[src/lhc_pkg.sv]
// ----------------------------------------------------------------------------
// lhc_pkg
// Shared constants, types and helpers of the LRU handle cache.
// ----------------------------------------------------------------------------
package lhc_pkg;

  localparam int SLOTS    = 64;
  localparam int KEY_W    = 32;
  localparam int SLOT_W   = $clog2(SLOTS);
  localparam int OCC_W    = $clog2(SLOTS + 1);
  localparam int CAP_W    = 7;
  localparam int CNT_W    = 32;

  localparam logic [CAP_W-1:0] CAP_RESET = CAP_W'(64);
  localparam logic [CNT_W-1:0] CNT_MAX   = '1;

  localparam int IN_TDATA_W  = ((KEY_W + 7) / 8) * 8;
  localparam int OUT_BITS    = 1 + SLOT_W + 1 + KEY_W + OCC_W + 2 * CNT_W;
  localparam int OUT_TDATA_W = ((OUT_BITS + 7) / 8) * 8;

  localparam logic OP_ACCESS = 1'b0;
  localparam logic OP_FLUSH  = 1'b1;

  typedef struct packed {
    logic             op;
    logic [KEY_W-1:0] key;
  } req_t;

  typedef struct packed {
    logic [CNT_W-1:0]  miss_total;
    logic [CNT_W-1:0]  hit_total;
    logic [OCC_W-1:0]  occupancy;
    logic [KEY_W-1:0]  evicted_key;
    logic              evicted_valid;
    logic [SLOT_W-1:0] slot;
    logic              hit;
  } res_t;

  // one-hot (or zero) vector to slot index
  function automatic logic [SLOT_W-1:0] oh_to_idx(input logic [SLOTS-1:0] oh);
    logic [SLOT_W-1:0] idx;
    idx = '0;
    for (int i = 0; i < SLOTS; i++) begin
      if (oh[i]) idx = idx | SLOT_W'(i);
    end
    return idx;
  endfunction

endpackage

[src/lhc_in_stage.sv]
// ----------------------------------------------------------------------------
// lhc_in_stage
// Input register: holds one request until the core consumes it.
// ----------------------------------------------------------------------------
module lhc_in_stage
  import lhc_pkg::*;
(
  input  logic clk_i,
  input  logic rst_ni,
  input  logic in_valid_i,
  output logic in_ready_o,
  input  req_t in_req_i,
  input  logic take_i,
  output logic req_valid_o,
  output req_t req_o
);

  logic valid_q;
  req_t req_q;

  assign in_ready_o  = !valid_q || take_i;
  assign req_valid_o = valid_q;
  assign req_o       = req_q;

  always_ff @(posedge clk_i or negedge rst_ni) begin
    if (!rst_ni) begin
      valid_q <= 1'b0;
    end else if (in_valid_i && in_ready_o) begin
      valid_q <= 1'b1;
    end else if (take_i) begin
      valid_q <= 1'b0;
    end
  end

  always_ff @(posedge clk_i) begin
    if (in_valid_i && in_ready_o) begin
      req_q <= in_req_i;
    end
  end

endmodule

[config.mk]
export PLATFORM = sky130hd
export DESIGN_NAME = lhc_in_stage
export DESIGN_NICKNAME = d
export VERILOG_FILES = /design/src/lhc_pkg.sv /design/src/lhc_in_stage.sv
export SDC_FILE = /design/constraint.sdc
export NUM_CORES = 1
export LEC_CHECK = 0
export ABC_AREA = 1
export BUFFER_PORTS_ARGS = -buffer_cell sky130_fd_sc_hd__buf_2
export CAP_MARGIN = 30
export CORE_ASPECT_RATIO = 1.4
export CORE_UTILIZATION = 42
export CTS_CLUSTER_DIAMETER = 200
export DETAILED_ROUTE_END_ITERATION = 10
export PLACE_DENSITY = 0.83
export SLEW_MARGIN = 20
export SYNTH_ARGS = -nofsm -noshare
export SYNTH_HDL_FRONTEND = slang
export SYNTH_SLANG_ARGS = --single-unit
[constraint.sdc]
create_clock -name clk_i -period 6.8 [get_ports clk_i]
set_input_delay 2.04 -clock clk_i [delete_from_list [all_inputs] [get_ports clk_i]]
set_output_delay 2.04 -clock clk_i [all_outputs]
set_load 0.05 [all_outputs]
======== Yosys cells after proc, flatten, opt, wreduce, memory -nomap -nowiden ========
Index checks and enable logic that the tools add are counted.
word-level totals
  word-level logic and storage cells ...... 9
  input bits .............................. 37
  output and inout port bits .............. 35
  register bits after elaboration ......... 34
operators by class
  muxes and demuxes ....................... 2
  reductions and logical operators ........ 4
operator list
  operator           count
  $mux 1             2
  $reduce_bool 2->1  1
  $logic_and 1x1->1  1
  $logic_not 1->1    1
  $logic_or 1x1->1   1

======== Logic depth before layout (Yosys ltp) ========
Gate-level depths: netlist of the first run.
  depth in word-level cells ............... 4
  gate-level depth with buffers ........... 3
  depth with buffers taken out ............ 3

======== Worst setup path before layout of the first run ========
OpenSTA, ideal clock, no wires.
  kind .................................... input-to-output
  from .................................... input port take_i
  to ...................................... output port in_ready_o
  path slack .............................. 2341 ps
  arrival time ............................ 2419 ps
  path buffers ............................ 0
  required time ........................... 4760 ps
  stages .................................. 2
  path through ............................ inv_1 nand2_1
between the ends
  cells in the longest elaborated chain, start to end .. 1
RTL lines
  item                line                source
  start: declaration  lhc_in_stage.sv:13  input logic take_i,
  $logic_or 1x1->1    lhc_in_stage.sv:21  assign in_ready_o = !valid_q || take_i;
  end: declaration    lhc_in_stage.sv:11  output logic in_ready_o,
Every way passes these cells.

======== Worst setup path in the final report of the first run ========
Same ends and word-level chain as after synthesis.

==> results of run 1 <==
==> state kept, by name, indices dropped and copies added, names as in the netlist <==
| name | cells |
|---|---|
| req_valid_o | 1 |
| req_o | 33 |
==> cell usage in the layout (no fill, tap or decap) <==
cell type  netlist  layout
edfxtp_1        33      33
clkbuf_1         0       1
clkinv_2         0       1
buf_16           0       1
clkbuf_4         0       5
a21oi_4          0       1
nand2_1          2       2
inv_1            2       2
buf_2            0      71
dfrtp_1          1       1
clkinv_1         0       1
==> power groups by stage <==
stage / Combinational [mW] / Clock (mW) / Sequential, mW
2_1_floorplan: 0.00589 / 0 / 0.291
3_3_place_gp: 0.0664 / 0 / 0.251
3_5_place_dp: 0.0676 / 0 / 0.251
4_1_cts: 0.0676 / 0.101 / 0.247
5_1_grt: 0.0726 / 0.111 / 0.247
6_report: 0.0699 / 0.0980 / 0.246
==> layer usage <==
layer	up-vias	GRT usage [%]
li1	309	-
met1	297	16.1
met2	54	23.7
met3	6	6.85
met4	0	9.09
met5	-	0
==> tightest hold or removal path, stage by stage (launching register included) <==
cell,delay [ns]
dfrtp_1,0.42
nand2_1,0.09
nand2_1,0.06
==> layout make-up <==
cell class | instances | area (sq um) | area share [%]
sequential | 34 | 1020 | 67.4
timing repair buffer | 72 | 383 | 25.4
clock buffer | 6 | 41.3 | 2.74
tap | 22 | 27.5 | 1.83
multi-input combinational | 3 | 23.8 | 1.58
clock inverter | 2 | 8.76 | 0.581
inverter | 2 | 7.51 | 0.498
==> kinds of logic (layout without fill, tap and decap cells) <==
family / Yosys count / count (layout) / share of synthesized area [%]
flip-flops: 34 / 34 / 98.1
AND/OR/NAND/NOR: 2 / 2 / 0.725
AO/OA/AOI/OAI: 1 / 1 / 0.483
buffers and inverters: 2 / 82 / 0.725
==> path summary, 6_finish.rpt <==
check	end	slack [ns]	start	depth (start not counted)
setup / recovery	in_ready_o	2.24	take_i	4
hold / removal	req_valid_o	0.60	req_valid_o	2
setup reg to reg	req_o[26]	5.53	req_valid_o	2
hold reg to reg	req_valid_o	0.60	req_valid_o	2
max in group asynchronous	req_valid_o	5.24	rst_ni	1
min in group asynchronous	req_valid_o	1.48	rst_ni	1
==> results.cfg, run 1 <==
[yosys]
synth_seq_cells = 34
ys_types = 5
netlist_top_cells_area = edfxtp_1 (96%), dfrtp_1 (2.4%), inv_1 (0.72%)
synth_top_flop_cell = edfxtp_1
syn_inst = 39
yosysTopAreaCellShare_pct = 95.7
yosysMostFrequentCell = edfxtp_1
yosys_warnings = 0
syn-cell-area_sq_um = 1040
synth.avg_cell_area_sq_um = 26.6
synth_fp_nets = 76
seq_area_frac_synth_pct = 98.1
async_flop_share_pct = 2.94
synth_largest_area_cell = edfxtp_1
synth_edf_count = 33
synth_common_cells = edfxtp_1 (33), inv_1 (2), nand2_1 (2), a21oi_1 (1), dfrtp_1 (1)

[die]
io-pin-count = 72
die_h_um = 60.8
row_count = 20
core_sq_um = 2250
start_util_pct = 46.0
die_area_sq_um = 2670
die-width_um = 44.0

[sta]
skew_ns = 0.00712
max_freq_mhz = 219
fin_ws_ns = 2.24
hold_ws_ns = 0.598
worst_pin_slew_ns = 0.312
timing.slew.headroom_pct = 79.1
period_share_pct = 67.0
tns_ns = 0
hold_viol = 0
maxSlewViolCount = 0
rsz0062_at_grt = false
post-route-min-period_ns = 4.56
final-setup-viol-count = 0

[worst_setup_path]
cp-end-kind = output port
startpoint_type = primary input
required_ns = 4.76
slowest_stage = buf_2
path_delay_family = buffers and inverters
cp_data_arrival_time_ns = 2.52
crit_path_max_incr_delay_ns = 0.22
path_max_fanout = 2
crit_chain = buf_2 > inv_1 > nand2_1 > buf_2
crit_path_frequent_cell = buf_2
criticalPathCategory = primary input to output port
worst-path-buf-inv = 3

[power_and_ir_drop]
internal_power_uw = 299
p_per_area_nw_per_um2 = 275
p_sw_share_pct = 27.7
p_total_uw = 414
worst_ir_drop_vdd_mv = 0.167
switching_power_uw = 115
p_clk_share_pct = 23.7
sequentialPowerShare_pct = 59.5
pwr-share-comb_pct = 16.9
p_leak_nw = 0.665

[detailed_routing]
routed.top_layer = met4
drc = 9
totalWireLength_um = 1950
wl_met1_um = 644
drt_iter0_drc = 30
dr_wl_met3_um = 307
antenna_left = 0
viasPerCell = 4.72
wl_per_cell_um = 13.8
vias = 666
dr.pass1.iters = 9
dr_wl_met2_um = 957

[final_layout]
final_core_util_pct = 66.9
fin_area_sq_um = 1510
antenna_cells = 0
fin_cells = 141
drive_gt1_share_pct = 66.4
area_delta_synth_final_pct = 45.5
nFillCells = 159
fin_nets = 155

[clocking]
clock_latency_ns = 0.32
cts_inserted_buffers = 5
cts.clk_slew.worst_paths_ns = 0.09
cts-htree-levels = 2
root_buffer = clkbuf_4
cts.sink_count = 34
cts_resized = 0
cts_buffer_depth = 2
hold_buffers = 0
postCtsSetupBuffers = 0
cts_tree = built

[hold_path]
hold_path.class = flop to flop

[global_routing]
grt_pass1_wl_um = 2610
antenna_found_initial = 0
gr-total-overflow = 0
grt_max_degree = 34
grt_pass1_vias = 596
grt_usage_pct = 14.8

[flow_run]
drv_cap = 0

[place]
dp_cells = 132
port_buffers = 71
placed_area_sq_um = 1430
gp_congestion = 0.683
pre_cts_slack_ns = 2.24

[outcome]
violations = DRC
outcome = finished, violations left
(Power assumes the default switching activity.)
==> run 2: changes to the inputs <==
- CORE_UTILIZATION: 42 -> 35
- PLACE_DENSITY: 0.83 -> 0.74
- clock period: 6.8 -> 3.67 ns (I/O delays scaled with it)
==> run 2 against run 1 <==
- the run now ends clean
- register-to-register slack got worse by 3.3 ns
- routed wire length decreased by 8.9%
- combinational power increased by 85%
- critical path type unchanged
- critical endpoint unchanged
==> results.cfg, run 2 (synthesis gave the netlist of run 1 again) <==
[outcome]
outcome = finished clean

[sta]
worst_pin_slew_ns = 0.530
skew_ns = 0.00403
hold_viol = 0
max_freq_mhz = 371
period_share_pct = 73.5
tns_ns = 0
maxSlewViolCount = 0
hold_ws_ns = 0.581
final-setup-viol-count = 0
rsz0062_at_grt = false
post-route-min-period_ns = 2.70
timing.slew.headroom_pct = 64.6

[worst_setup_path]
cp-end-kind = output port
path_max_fanout = 2
path_delay_family = buffers and inverters
crit_path_frequent_cell = buf_2
slowest_stage = buf_2
required_ns = 2.57
crit_path_max_incr_delay_ns = 0.21
cp_data_arrival_time_ns = 1.60
criticalPathCategory = primary input to output port
startpoint_type = primary input
crit_chain = buf_2 > inv_1 > nand2_1 > buf_2
worst-path-buf-inv = 3

[final_layout]
multi_input_area_sq_um = 23.8
area_delta_synth_final_pct = 50.2
layout_commonest_cell = buf_2
final_core_util_pct = 54.6
drive_gt1_share_pct = 65.5
nFillCells = 242
register_area_sq_um = 1020
largest_reg_flops = 33
fin_nets = 155
antenna_cells = 0
final_cell_mix = buf_2 (71), edfxtp_1 (33), clkbuf_8 (5), clkbuf_1 (3)

[die]
die-width_um = 48.0
die_area_sq_um = 3180
start_util_pct = 36.4
io-pin-count = 72
die_h_um = 66.4
row_count = 23
core_sq_um = 2850

[detailed_routing]
wl_per_cell_um = 11.4
totalWireLength_um = 1780
drc = 0
antenna_left = 0
viasPerCell = 4.10
drt_iter0_drc = 7
vias = 640
dr.pass1.iters = 2

[global_routing]
grt_usage_pct = 12.7
antenna_found_initial = 0
gr-total-overflow = 0
grt_pass1_wl_um = 2640
grt_max_degree = 34
grt_pass1_vias = 634

[place]
port_buffers = 71
gp_congestion = 0.674

[hold_path]
hold_path.class = flop to flop

[clocking]
postCtsSetupBuffers = 0
cts_tree = built
clock_latency_ns = 0.27
cts.sink_count = 34
cts_inserted_buffers = 5
cts.clk_slew.worst_paths_ns = 0.06
cts_resized = 0
root_buffer = clkbuf_8
cts-htree-levels = 2
cts_buffer_depth = 2
hold_buffers = 0

[flow_run]
drv_cap = 0

[power_and_ir_drop]
sequentialPowerShare_pct = 55.1
p_sw_share_pct = 25.4
p_clk_share_pct = 29.3
internal_power_uw = 618
switching_power_uw = 211
p_leak_nw = 0.674
worst_ir_drop_vdd_mv = 0.303
p_total_uw = 829
pwr-share-comb_pct = 15.6
p_per_area_nw_per_um2 = 532
run 2: changes by cell type in the layout (fill, tap and decap cells not counted), sizes merged:
cell    previous run  this run
clkinv             2         0
clkbuf             6         8
run 2: worst register-to-register path, delay by kind of cell, from the launching register on:
kind | cells | cell delay (ns)
AO/OA/AOI/OAI | 1 | 0.48
flip-flops | 1 | 0.42
buffers and inverters | 1 | 0.22
run 2: cell type report:
cell class                 count  share of cell area [%]
multi-input combinational      3                    1.53
timing repair buffer          72                    24.6
clock buffer                   8                    5.14
sequential                    34                    65.3
inverter                       2                   0.482
tap                           37                    2.97
run 2: worst paths after layout:
| path | start | end | slack (ns) | cells after the start |
|---|---|---|---|---|
| setup / recovery | take_i | in_ready_o | 0.97 | 4 |
| hold / removal | req_valid_o | req_valid_o | 0.58 | 2 |
| setup reg to reg | req_valid_o | req_o[19] | 2.26 | 2 |
| hold reg to reg | req_valid_o | req_valid_o | 0.58 | 2 |
| max in group asynchronous | rst_ni | req_valid_o | 2.99 | 1 |
| min in group asynchronous | rst_ni | req_valid_o | 0.59 | 1 |
run 2: metrics by stage:
step,std cells,instance area (sq um),setup WS [ns]
floorplan,39,1040,0.467
CTS,155,1530,0.973
detailed placement,147,1450,0.973
finish,156,1560,0.973
global placement,147,1450,1.00
global route,156,1560,0.942
run 2: power by group through the flow:
stage	Clock (mW)	Sequential (mW)	Combinational, mW
2_1_floorplan	0	0.539	0.0109
3_3_place_gp	0	0.465	0.124
3_5_place_dp	0	0.466	0.125
4_1_cts	0.252	0.458	0.125
5_1_grt	0.270	0.459	0.135
6_report	0.243	0.457	0.129
run 2: routing by layer:
layer	track usage (%)	share of wire, %	vias to the layer above
met1	10.0	31	295
met5	0	0	-
met2	23.3	59	39
met4	3.47	0	0
li1	-	-	306
met3	8.20	9.9	0
